**config.mk**
```make
export PLATFORM = sky130hd
export DESIGN_NAME = swm_cell
export DESIGN_NICKNAME = d
export VERILOG_FILES = /design/src/hdl/swm_pkg.sv /design/src/hdl/swm_cell.sv
export SDC_FILE = /design/constraint.sdc
export NUM_CORES = 1
export LEC_CHECK = 0
export BUFFER_PORTS_ARGS = -buffer_cell sky130_fd_sc_hd__clkbuf_2
export CAP_MARGIN = 20
export CORE_ASPECT_RATIO = 0.8
export CORE_MARGIN = 2
export CORE_UTILIZATION = 45
export CTS_CLUSTER_DIAMETER = 120
export DETAILED_ROUTE_END_ITERATION = 10
export PLACE_DENSITY = 0.77
export RECOVER_POWER = 100
export SYNTH_ARGS = -nofsm -noshare
export SYNTH_HDL_FRONTEND = slang
export SYNTH_SLANG_ARGS = --single-unit
```
**constraint.sdc**
```tcl
create_clock -name clk -period 2.7 [get_ports clk]
set_input_delay 0.81 -clock clk [delete_from_list [all_inputs] [get_ports clk]]
set_output_delay 0.81 -clock clk [all_outputs]
set_load 0.02 [all_outputs]
```
**src/hdl/swm_pkg.sv**
```systemverilog
// Package for the sliding window minimum/maximum core.
// Holds shared widths, reset values and parameter defaults; no dependencies.
package swm_pkg;

	localparam int MAX_WINDOW_DEF  = 64;
	localparam int SAMPLE_BITS_DEF = 32;

	localparam int                    WINDOW_LEN_W   = 7;
	localparam logic [WINDOW_LEN_W-1:0] WINDOW_LEN_RST = 7'd64;

endpackage

```
**src/hdl/swm_cell.sv**
```systemverilog
// One cell of the window chain: holds one sample and folds it into the passing min/max.
// Depends on swm_pkg for parameter defaults.
module swm_cell #(
	parameter int SAMPLE_BITS = swm_pkg::SAMPLE_BITS_DEF
) (
	input  logic                   clk,
	input  logic                   arst_n,
	input  logic                   en,
	input  logic                   load,
	input  logic                   active,
	input  logic [SAMPLE_BITS-1:0] sample_left,
	output logic [SAMPLE_BITS-1:0] sample_out,
	input  logic                   tok_in,
	input  logic [SAMPLE_BITS-1:0] max_in,
	input  logic [SAMPLE_BITS-1:0] min_in,
	output logic                   tok_out,
	output logic [SAMPLE_BITS-1:0] max_out,
	output logic [SAMPLE_BITS-1:0] min_out
);
	import swm_pkg::*;

	logic [SAMPLE_BITS-1:0] sample_q;
	logic [SAMPLE_BITS-1:0] max_q;
	logic [SAMPLE_BITS-1:0] min_q;
	logic                   tok_q;
	logic [SAMPLE_BITS-1:0] cur;
	logic [SAMPLE_BITS-1:0] max_nxt;
	logic [SAMPLE_BITS-1:0] min_nxt;

	// A sample that is being shifted in this cycle is already part of the window.
	assign cur = load ? sample_left : sample_q;

	always_comb begin
		max_nxt = max_in;
		min_nxt = min_in;
		if (active) begin
			if ($signed(cur) > $signed(max_in)) begin
				max_nxt = cur;
			end
			if ($signed(cur) < $signed(min_in)) begin
				min_nxt = cur;
			end
		end
	end

	always_ff @(posedge clk or negedge arst_n) begin
		if (!arst_n) begin
			tok_q <= 1'b0;
		end else if (en) begin
			tok_q <= tok_in;
		end
	end

	always_ff @(posedge clk) begin
		if (load) begin
			sample_q <= sample_left;
		end
		if (en && tok_in) begin
			max_q <= max_nxt;
			min_q <= min_nxt;
		end
	end

	assign sample_out = sample_q;
	assign tok_out    = tok_q;
	assign max_out    = max_q;
	assign min_out    = min_q;

endmodule

```
Yosys cells after proc, flatten, opt, wreduce, memory -nomap -nowiden
Cells that the tools add are included.

Register bits after elaboration: 97. Bits of input ports: 102. Word-level logic and storage cells: 12. Output and inout port bits: 97.

$lt $le $gt $ge: 2. Multiplexer cells: 5. Reductions and logical operators: 1.

Operator list (number): $mux W32 (5); $gt A32 B32 Y1 (1); $lt A32 B32 Y1 (1); $logic_and A1 B1 Y1 (1).

Logic depth before layout (Yosys ltp)
Gate-level depths: netlist of the first run.

Depth after elaboration: 4. Depth in mapped cells: 11. Depth with buffers taken out: 8.

Worst setup path after synthesis of the first run
No wires, ideal clock.

Path kind: input port to flip-flop. Start: in load. End: reg max_q[6], in the netlist max_out[6], data pin. Setup time: 262 ps. Cell stages on the path: 11. Path slack: -1236 ps. Data arrival time: 3673 ps. Buffers on the path: 3. Data required time: 2438 ps. Path through: buf_6 clkbuf_1 mux2_2 ha_1 nand3_1 or4_1 a21o_1 a31oi_1 mux2_2 buf_4 mux2_1.

Cells in the longest elaborated chain, start to end: 4.

RTL lines: start: declaration (RTL line swm_cell.sv:9) `input logic load,`; $mux W32; named net cur[14] (RTL line swm_cell.sv:26) `logic [SAMPLE_BITS-1:0] cur;`; $gt A32 B32 Y1 (RTL line swm_cell.sv:37) `if ($signed(cur) > $signed(max_in)) begin`; $mux W32 (RTL line swm_cell.sv:37); $mux W32 (RTL line swm_cell.sv:36) `if (active) begin`; named net max_nxt[6] (RTL line swm_cell.sv:27) `logic [SAMPLE_BITS-1:0] max_nxt;`; end signal: assignment (RTL line swm_cell.sv:59) `max_q <= max_nxt;`; end: declaration (RTL line swm_cell.sv:23) `logic [SAMPLE_BITS-1:0] max_q;`.

The timed path passes the listed nets, and every way through them passes these cells. A chain may end at the register's enable or synchronous reset.

Worst setup path in the final report of the first run
Start: in load. End: reg max_q[16], in the netlist max_out[16], data pin.

The elaborated chain is that of the path after synthesis.

==> results of run 1 <==
metrics by stage:
step	TNS [ns]	cells	hold slack (ns)
detailed placement	-79.20	849	0.508
global route	-55.90	879	0.217
CTS	-52.94	880	0.223
floorplan	-58.39	432	0.514
finish	-51.98	879	0.224
global placement	-76.39	849	0.490
what timing repair did:
action,4_1_cts,5_1_grt
setup buffers,9,4
cloned,6,0
pin swaps,20,15
setup endpoints to repair,64,64
resized for setup,48,48
hold buffers,0,0
kinds of logic (layout without fill, tap and decap cells):
logic type | count (synthesis) | count (layout) | share of synthesized area
compound gates | 51 | 51 | 0.0638
flops | 97 | 97 | 0.478
mux | 98 | 98 | 0.206
buf+inv | 77 | 376 | 0.0611
fa+ha+maj | 63 | 63 | 0.146
simple gates | 46 | 46 | 0.0449
state kept, by name, indices dropped and copies added, names as in the netlist:
name,flops
min_out,32
tok_out,1
sample_out,32
max_out,32
layer usage:
layer / routed length, µm / global-route usage / share of wire / up-vias
li1: - / - / - / 2169
met1: 6930 / 0.315 / 0.42 / 2197
met4: 381 / 0.0828 / 0.023 / 0
met5: 0 / 0 / 0 / -
met2: 8180 / 0.440 / 0.50 / 176
met3: 976 / 0.0534 / 0.059 / 35
worst paths after layout:
| path | startpoint | endpoint | slack, ns |
|---|---|---|---|
| worst max-delay path | load | max_out[16] | -0.89 |
| worst min-delay path | arst_n | tok_out | 0.22 |
| worst max register to register | sample_out[7] | max_out[16] | -0.41 |
| worst min register to register | tok_out | tok_out | 0.52 |
| max in group asynchronous | arst_n | tok_out | 2.37 |
| min in group clk | tok_out | tok_out | 0.52 |
power by group through the flow:
| stage | clock (mW) | combinational [mW] | sequential, mW |
|---|---|---|---|
| after detailed placement | 0 | 1.37 | 1.82 |
| after CTS | 1.27 | 1.60 | 1.79 |
| after floorplan | 0 | 0.656 | 1.96 |
| after global routing | 1.31 | 1.78 | 1.80 |
| after global placement | 0 | 1.34 | 1.82 |
| final | 1.23 | 1.67 | 1.79 |
cells in the final DEF, fill, tap and decap left out, types with 9 or more instances in the layout:
master and instances:
clkbuf_16 10, edfxtp_1 64, clkbuf_2 195, ha_1 42, buf_4 75, a21o_1 13
mux2_2 41, inv_1 67, buf_12 9, nand4_1 10, clkbuf_1 9, dfxtp_1 32
nand2_1 10, a21oi_1 12, ha_4 20, mux2_4 56
final cells by class:
| cell class | count | area, µm² |
|---|---|---|
| repair buffers | 293 | 1940 |
| well taps | 148 | 185 |
| fillers | 807 | 3280 |
| clock buffers | 12 | 236 |
| clock inverters | 4 | 43.8 |
| inverters | 67 | 251 |
| flip-flops and latches | 97 | 2590 |
| multi-input cells | 258 | 3090 |
worst max-delay path, delay by kind of cell:
kind	cells	cell delay [ns]
multiplexers	3	1.01
AND/OR/NAND/NOR	2	0.73
buffers and inverters	3	0.47
adder cells (fa/ha/maj)	1	0.28
AO/OA/AOI/OAI	2	0.35
==> impl_metrics.csv, run 1 <==
group,metric,value,unit
run_status,status,"complete, but fails checks",
run_status,violations,"setup timing",
timing,period_needed,3.59,ns
die,die-area,12900,µm²
die,row_count,35,
pwr,power_density,563,nW/µm²
synth,yosys_warnings,0,
route,routed_wirelength,16.5,mm
timing,skew,0.00557,ns
setup_path,worstPathRequired,2.78,ns
synth,ys_ff_latch,97,
route,detail-route-antenna-nets,0,
pwr,pwr-share-comb,0.356,
route,dr.first_iter.drc_count,248,
pwr,leakage,4.09,nW
route,vias,4577,
timing,setup_ws,-0.886,ns
synth,synth_area,5410,µm²
timing,max_freq,279,MHz
timing,finalSetupViolCount,64,
pwr,total_power,4.69,mW
placed_design,portBuffers,198,
clock_tree,htree_levels,3,
layout,drive_above_1_share,0.601,
timing,worstMarginPinSlew,0.404,ns
layout,nets,891,
timing,period_share,1.33,
die,initial_utilization,0.466,
pwr,seqPwrFrac,0.382,
clock_tree,clock_latency,0.34,ns
global_route,grt_max_degree,65,
clock_tree,tritoncts,"yes",
route,drc,0,
timing,finalHoldViolations,0,
pwr,internal_power,3.33,mW
die,coreArea,11600,µm²
setup_path,crit_fanout,13,
setup_path,path_class,"in2reg",
pwr,peakVddDrop,0.363,mV
synth,synthCells,432,
synth,synth.top_cell.area_share,0.355,
clock_tree,cts.sinks,97,
synth,yosysMostFrequentCell,"mux2_2",
pwr,switching_share,0.291,
timing,relSlewSlack,0.728,
global_route,grt.total_usage,0.252,
setup_path,cp_slowest_cell,"or4_4",
setup_path,rr_worst_depth,9,
synth,yosys.area.top_type,"edfxtp_1",
placed_design,dp_hpwl,11.5,mm
die,chipHeight,102,µm
synth,synth_edf_count,64,
die,io_pins,199,
placed_design,gpl.final_weighted_congestion,0.814,
placed_design,place_ws,-1.31,ns
layout,fin_area,8330,µm²
synth,synth_commonest_cells,"90 x mux2_2, 67 x inv_1, 64 x edfxtp_1",
route,dr.pass1.iters,5,
clock_tree,path_clk_slew,0.06,ns
timing,slew_violations,0,
route,vias_per_cell,5.21,
synth,synth_area_leaders,"edfxtp_1 36%, mux2_2 19%, ha_1 15%",
synth,ys_types,39,
global_route,grt_pass1_vias,4941,
layout,diodes,0,
route,detail_route.wl_per_cell,18.7,µm
clock_tree,cts-root-buf,"clkbuf_16",
layout,syn2layout_area_growth,54.0,%
synth,async_flop_share,0.0103,
pwr,switching_power,1.37,mW
flow_run,drv_cap,0,
global_route,antenna_found_initial,0,
clock_tree,clockBufferDepth,2,
setup_path,worstSetupStartpointType,"input pin",
synth,yosysSeqAreaShare,0.478,
timing,rsz0062_at_grt,"yes",
pwr,p_clk_frac,0.263,
setup_path,cp.arrival,3.67,ns
hold_path,hp-class,"in2async",
setup_path,path_cells,"clkbuf_16 > buf_12 > mux2_4 > ha_4 > nand4_1 > or4_4 > a21o_1 > a31oi_2 > mux2_4 > buf_12 > mux2_2",
setup_path,endpoint_kind,"flop",
layout,final_util,0.718,
synth,synth_area_per_cell,12.5,µm²
global_route,grt.overflow.total,0,
global_route,grt_pass1_wl,25.1,mm
setup_path,critPathMaxStageDelay,0.57,ns
synth,syn-num-nets,597,
clock_tree,cts_made_buffers,9,
placed_design,placedInstanceArea,7350,µm²
die,chipWidth,127,µm
synth,synthFlopType,"edfxtp_1",
Power figures use the tool's default switching activity.
==> inputs of run 2 (changes only) <==
- CORE_UTILIZATION: 45 -> 47
- CTS_BUF_LIST: unset -> sky130_fd_sc_hd__clkbuf_8
- PLACE_DENSITY: 0.77 -> 0.8
==> run 2 against run 1 <==
The run ends with capacitance limit, slew limit, setup timing left. Clock skew increased by 0.0066 ns. Non-clock buffer count increased by 2. Sequential share of layout area increased by 0.35 points. Final cell count increased by 0.46%. Combinational power about the same. Highest routed layer unchanged.
==> impl_metrics.csv, run 2 (same netlist as run 1, synthesis figures left out) <==
group,metric,value,unit
layout,fill_cells,772,
pwr,pwr-share-comb,0.380,
clock_tree,htree_levels,3,
placed_design,gpl.final_weighted_congestion,0.794,
timing,hold_slack,0.200,ns
setup_path,path_class,"in2reg",
clock_tree,ctsHoldBuffers,0,
pwr,p_clk_frac,0.214,
clock_tree,tritoncts,"yes",
timing,finalSetupViolCount,64,
setup_path,worstSetupStartpointType,"input pin",
global_route,grt.overflow.total,0,
clock_tree,clockBufferDepth,2,
placed_design,portBuffers,198,
placed_design,dp_hpwl,10.9,mm
timing,period_share,1.33,
pwr,seqPwrFrac,0.406,
flow_run,drv_cap,1,
timing,max_freq,278,MHz
timing,slew_violations,65,
clock_tree,cts-root-buf,"clkbuf_8",
setup_path,endpoint_kind,"flop",
placed_design,place_ws,-1.38,ns
pwr,internal_power,3.04,mW
layout,diodes,0,
die,row_count,35,
pwr,switching_share,0.311,
setup_path,cp.arrival,3.72,ns
timing,rsz0062_at_grt,"yes",
route,dr.first_iter.drc_count,234,
route,drc,0,
pwr,switching_power,1.37,mW
clock_tree,cts_made_buffers,9,
die,die-area,12400,µm²
route,vias,4586,
pwr,peakVddDrop,0.317,mV
run_status,violations,"capacitance limit, slew limit, setup timing",
die,chipWidth,124,µm
global_route,grt_pass1_wl,24.2,mm
die,io_pins,199,
global_route,antenna_found_initial,0,
timing,period_needed,3.59,ns
run_status,status,"complete, but fails checks",
placed_design,dp.cells,836,
layout,syn2layout_area_growth,52.3,%
route,routed_wirelength,16.3,mm
setup_path,crit_fanout,12,
layout,final_common_cell,"clkbuf_2",
die,chipHeight,100,µm
pwr,power_density,536,nW/µm²
route,dr.pass1.iters,5,
timing,skew,0.0122,ns
clock_tree,path_clk_slew,0.09,ns
route,detail_route.wl_per_cell,18.5,µm
timing,finalHoldViolations,0,
route,detail-route-antenna-nets,0,
timing,relSlewSlack,-0.182,
die,initial_utilization,0.475,
timing,setup_tns,-53.53,ns
hold_path,hp-class,"in2async",
global_route,grt_max_degree,65,
global_route,grt.total_usage,0.261,
pwr,leakage,4.05,nW
layout,drive_above_1_share,0.595,
clock_tree,cts.sinks,97,
die,coreArea,11400,µm²
pwr,total_power,4.41,mW
global_route,grt_pass1_vias,4774,
route,vias_per_cell,5.19,
timing,setup_ws,-0.895,ns
clock_tree,clock_latency,0.37,ns
layout,nets,895,
layout,instances_no_fill,883,
layout,layout_common_cells,"197 x clkbuf_2, 72 x buf_4, 68 x inv_1",
setup_path,worstPathRequired,2.82,ns
timing,worstMarginPinSlew,1.77,ns
## run 2: final timing paths
kind	endpoint	start	cells after the start	slack [ns]
hold / removal	tok_out	arst_n	1	0.20
max in group asynchronous	tok_out	arst_n	1	2.42
setup / recovery	max_out[0]	load	13	-0.89
setup reg to reg	max_out[0]	sample_out[29]	10	-0.41
min in group clk	tok_out	tok_out	1	0.52
hold reg to reg	tok_out	tok_out	1	0.52
## run 2: worst max-delay path, cell delays in order
cell	delay, ns
clkbuf_16	0.13
buf_12	0.14
buf_12	0.15
buf_12	0.12
mux2_4	0.31
ha_4	0.28
nand3_2	0.08
or4_4	0.47
a21o_1	0.20
a31oi_4	0.21
mux2_4	0.36
buf_12	0.16
mux2_2	0.28
## run 2: power by group through the flow
stage	clock [mW]	sequential (mW)	combinational, mW
2_1_floorplan	0	1.96	0.656
3_3_place_gp	0	1.82	1.26
3_5_place_dp	0	1.82	1.30
4_1_cts	0.955	1.79	1.60
5_1_grt	1.01	1.80	1.80
6_report	0.944	1.79	1.68
## run 2: layout make-up
class	instances	area, µm²	area share
clock buffer	9	124	0.0150
clock inverter	7	63.8	0.00775
inverter	67	251	0.0305
multi-input combinational	260	3080	0.374
sequential	97	2590	0.314
tap	148	185	0.0225
timing repair buffer	295	1950	0.236
## run 2: repair_timing
action                     4_1_cts  5_1_grt
pin swaps                       16       14
gates resized for setup         78       27
setup endpoints to repair       64       64
setup buffers                   20        7
gates cloned                     6        0
## run 2: stage by stage
stage	instance area [µm²]	utilization
after floorplan	5620	-
after global placement	7210	0.634
after detailed placement	7210	0.634
after CTS	8100	0.711
after global routing	8240	0.723
final	8240	0.723
## run 2: layer usage
| layer | part of all wire | GRT usage |
|---|---|---|
| met1 | 0.42 | 0.332 |
| met2 | 0.50 | 0.453 |
| met4 | 0.015 | 0.0631 |
| met5 | 0 | 0 |
| met3 | 0.068 | 0.0557 |
==> inputs of run 3 (changes only) <==
- MAX_ROUTING_LAYER: unset -> met4
==> run 3 against run 2 <==
The flow still finishes with violations (capacitance limit, slew limit, setup timing). Count of clock-buffer cells in the layout is the same. Global-route usage grew 0.80 points. Combinational power shrank 2%. Final area shrank 1.6%. Final cell count shrank 0.34%. Flip-flop and latch count is the same. Worst setup slack lost 0.0041 ns. Largest power group unchanged.
==> impl_metrics.csv, run 3 (same netlist as run 1, synthesis figures left out) <==
group,metric,value,unit
global_route,grt.total_usage,0.269,
clock_tree,cts.sinks,97,
timing,setup_ws,-0.899,ns
setup_path,path_class,"in2reg",
placed_design,portBuffers,198,
die,chipHeight,100,µm
route,routed_wirelength,16.5,mm
pwr,power_density,539,nW/µm²
layout,fill_cells,837,
timing,setup_tns,-52.17,ns
flow_run,drv_cap,1,
die,initial_utilization,0.475,
timing,rsz0062_at_grt,"yes",
layout,layout_common_cells,"102 x clkbuf_1, 100 x clkbuf_2, 69 x inv_1",
pwr,peakVddDrop,0.314,mV
die,row_count,35,
timing,slew_violations,65,
die,io_pins,199,
setup_path,worstPathRequired,2.84,ns
timing,period_share,1.33,
layout,instances_no_fill,880,
global_route,grt_pass1_wl,24.3,mm
timing,worstMarginPinSlew,1.78,ns
layout,final_common_cell,"clkbuf_1",
clock_tree,cts_made_buffers,9,
layout,nets,892,
route,detail_route.wl_per_cell,18.8,µm
setup_path,cp.arrival,3.74,ns
route,vias_per_cell,5.19,
placed_design,placedInstanceArea,7210,µm²
route,detail-route-antenna-nets,0,
pwr,total_power,4.37,mW
setup_path,worstSetupStartpointType,"input pin",
timing,finalHoldViolations,0,
run_status,violations,"capacitance limit, slew limit, setup timing",
clock_tree,clockBufferDepth,2,
die,coreArea,11400,µm²
pwr,leakage,3.74,nW
layout,multi_input_area,3100,µm²
timing,period_needed,3.60,ns
clock_tree,path_clk_slew,0.10,ns
layout,diodes,0,
clock_tree,clock_latency,0.38,ns
timing,relSlewSlack,-0.187,
layout,drive_above_1_share,0.456,
global_route,antenna_found_initial,0,
route,dr.first_iter.drc_count,254,
layout,syn2layout_area_growth,49.8,%
layout,fin_area,8100,µm²
timing,finalSetupViolCount,64,
placed_design,gpl.final_weighted_congestion,0.805,
global_route,grt_pass1_vias,4780,
timing,hold_slack,0.197,ns
setup_path,crit_fanout,8,
clock_tree,tritoncts,"yes",
clock_tree,htree_levels,3,
die,die-area,12400,µm²
placed_design,dp.cells,836,
timing,max_freq,278,MHz
setup_path,endpoint_kind,"flop",
route,drc,0,
global_route,grt.overflow.total,0,
placed_design,dp_hpwl,10.9,mm
route,dr.pass1.iters,4,
layout,regArea,2590,µm²
global_route,grt_max_degree,65,
route,vias,4567,
timing,skew,0.0107,ns
hold_path,hp-class,"in2async",
run_status,status,"complete, but fails checks",
die,chipWidth,124,µm
clock_tree,cts-root-buf,"clkbuf_8",
[run 3: cell count changes in the layout (fill, tap and decap cells not counted), sizes merged]
cell    delta
clkbuf     +2
buf        -5
[run 3: cell type report]
type | instances | share of cell area
clock buffer | 9 | 0.0153
timing repair buffer | 292 | 0.221
sequential | 97 | 0.319
multi-input combinational | 260 | 0.382
inverter | 67 | 0.0310
clock inverter | 7 | 0.00788
tap | 148 | 0.0229
[run 3: routing by layer]
metal | share of wire | vias to the layer above | track usage
met4 | 0.011 | 0 | 0.0631
met2 | 0.50 | 186 | 0.454
li1 | - | 2167 | -
met1 | 0.41 | 2198 | 0.334
met3 | 0.070 | 16 | 0.0517
met5 | 0 | - | -
[run 3: path summary, 6_finish.rpt]
check / from / end / slack, ns / depth (start not counted)
setup / recovery: load / max_out[14] / -0.90 / 13
hold reg to reg: tok_out / tok_out / 0.53 / 1
setup reg to reg: sample_out[5] / min_out[5] / -0.41 / 10
max in group asynchronous: arst_n / tok_out / 2.42 / 1
hold / removal: arst_n / tok_out / 0.20 / 1
min in group clk: tok_out / tok_out / 0.53 / 1
[run 3: critical path, cell delays in order]
cell and delay (ns):
clkbuf_16 0.13, buf_12 0.14, buf_12 0.15, buf_12 0.12
mux2_4 0.31, ha_4 0.28, nand3_2 0.08, or4_4 0.47
a21o_1 0.20, a31oi_4 0.22, buf_6 0.14, mux2_4 0.37
mux2_4 0.31
[run 3: report_power, final]
part	internal [mW]	switching (mW)	total, mW	leakage [nW]
clock network	0.421	0.522	0.943	0.102
registers	1.74	0.0493	1.79	0.883
logic	0.838	0.799	1.64	2.76
[run 3: stage by stage]
| stage | util | setup WS [ns] |
|---|---|---|
| global placement | 0.634 | -1.32 |
| finish | 0.712 | -0.899 |
| global route | 0.712 | -0.951 |
| CTS | 0.711 | -0.873 |
| detailed placement | 0.634 | -1.38 |
| floorplan | - | -0.933 |
[run 3: repair_timing]
item                       in CTS  in global routing
hold endpoints to repair        0                  0
hold buffers                    0                  0
gates resized for setup        78                 28
setup buffers                  20                  4
pin swaps                      16                 14
setup endpoints to repair      64                 64
cloned                          6                  0
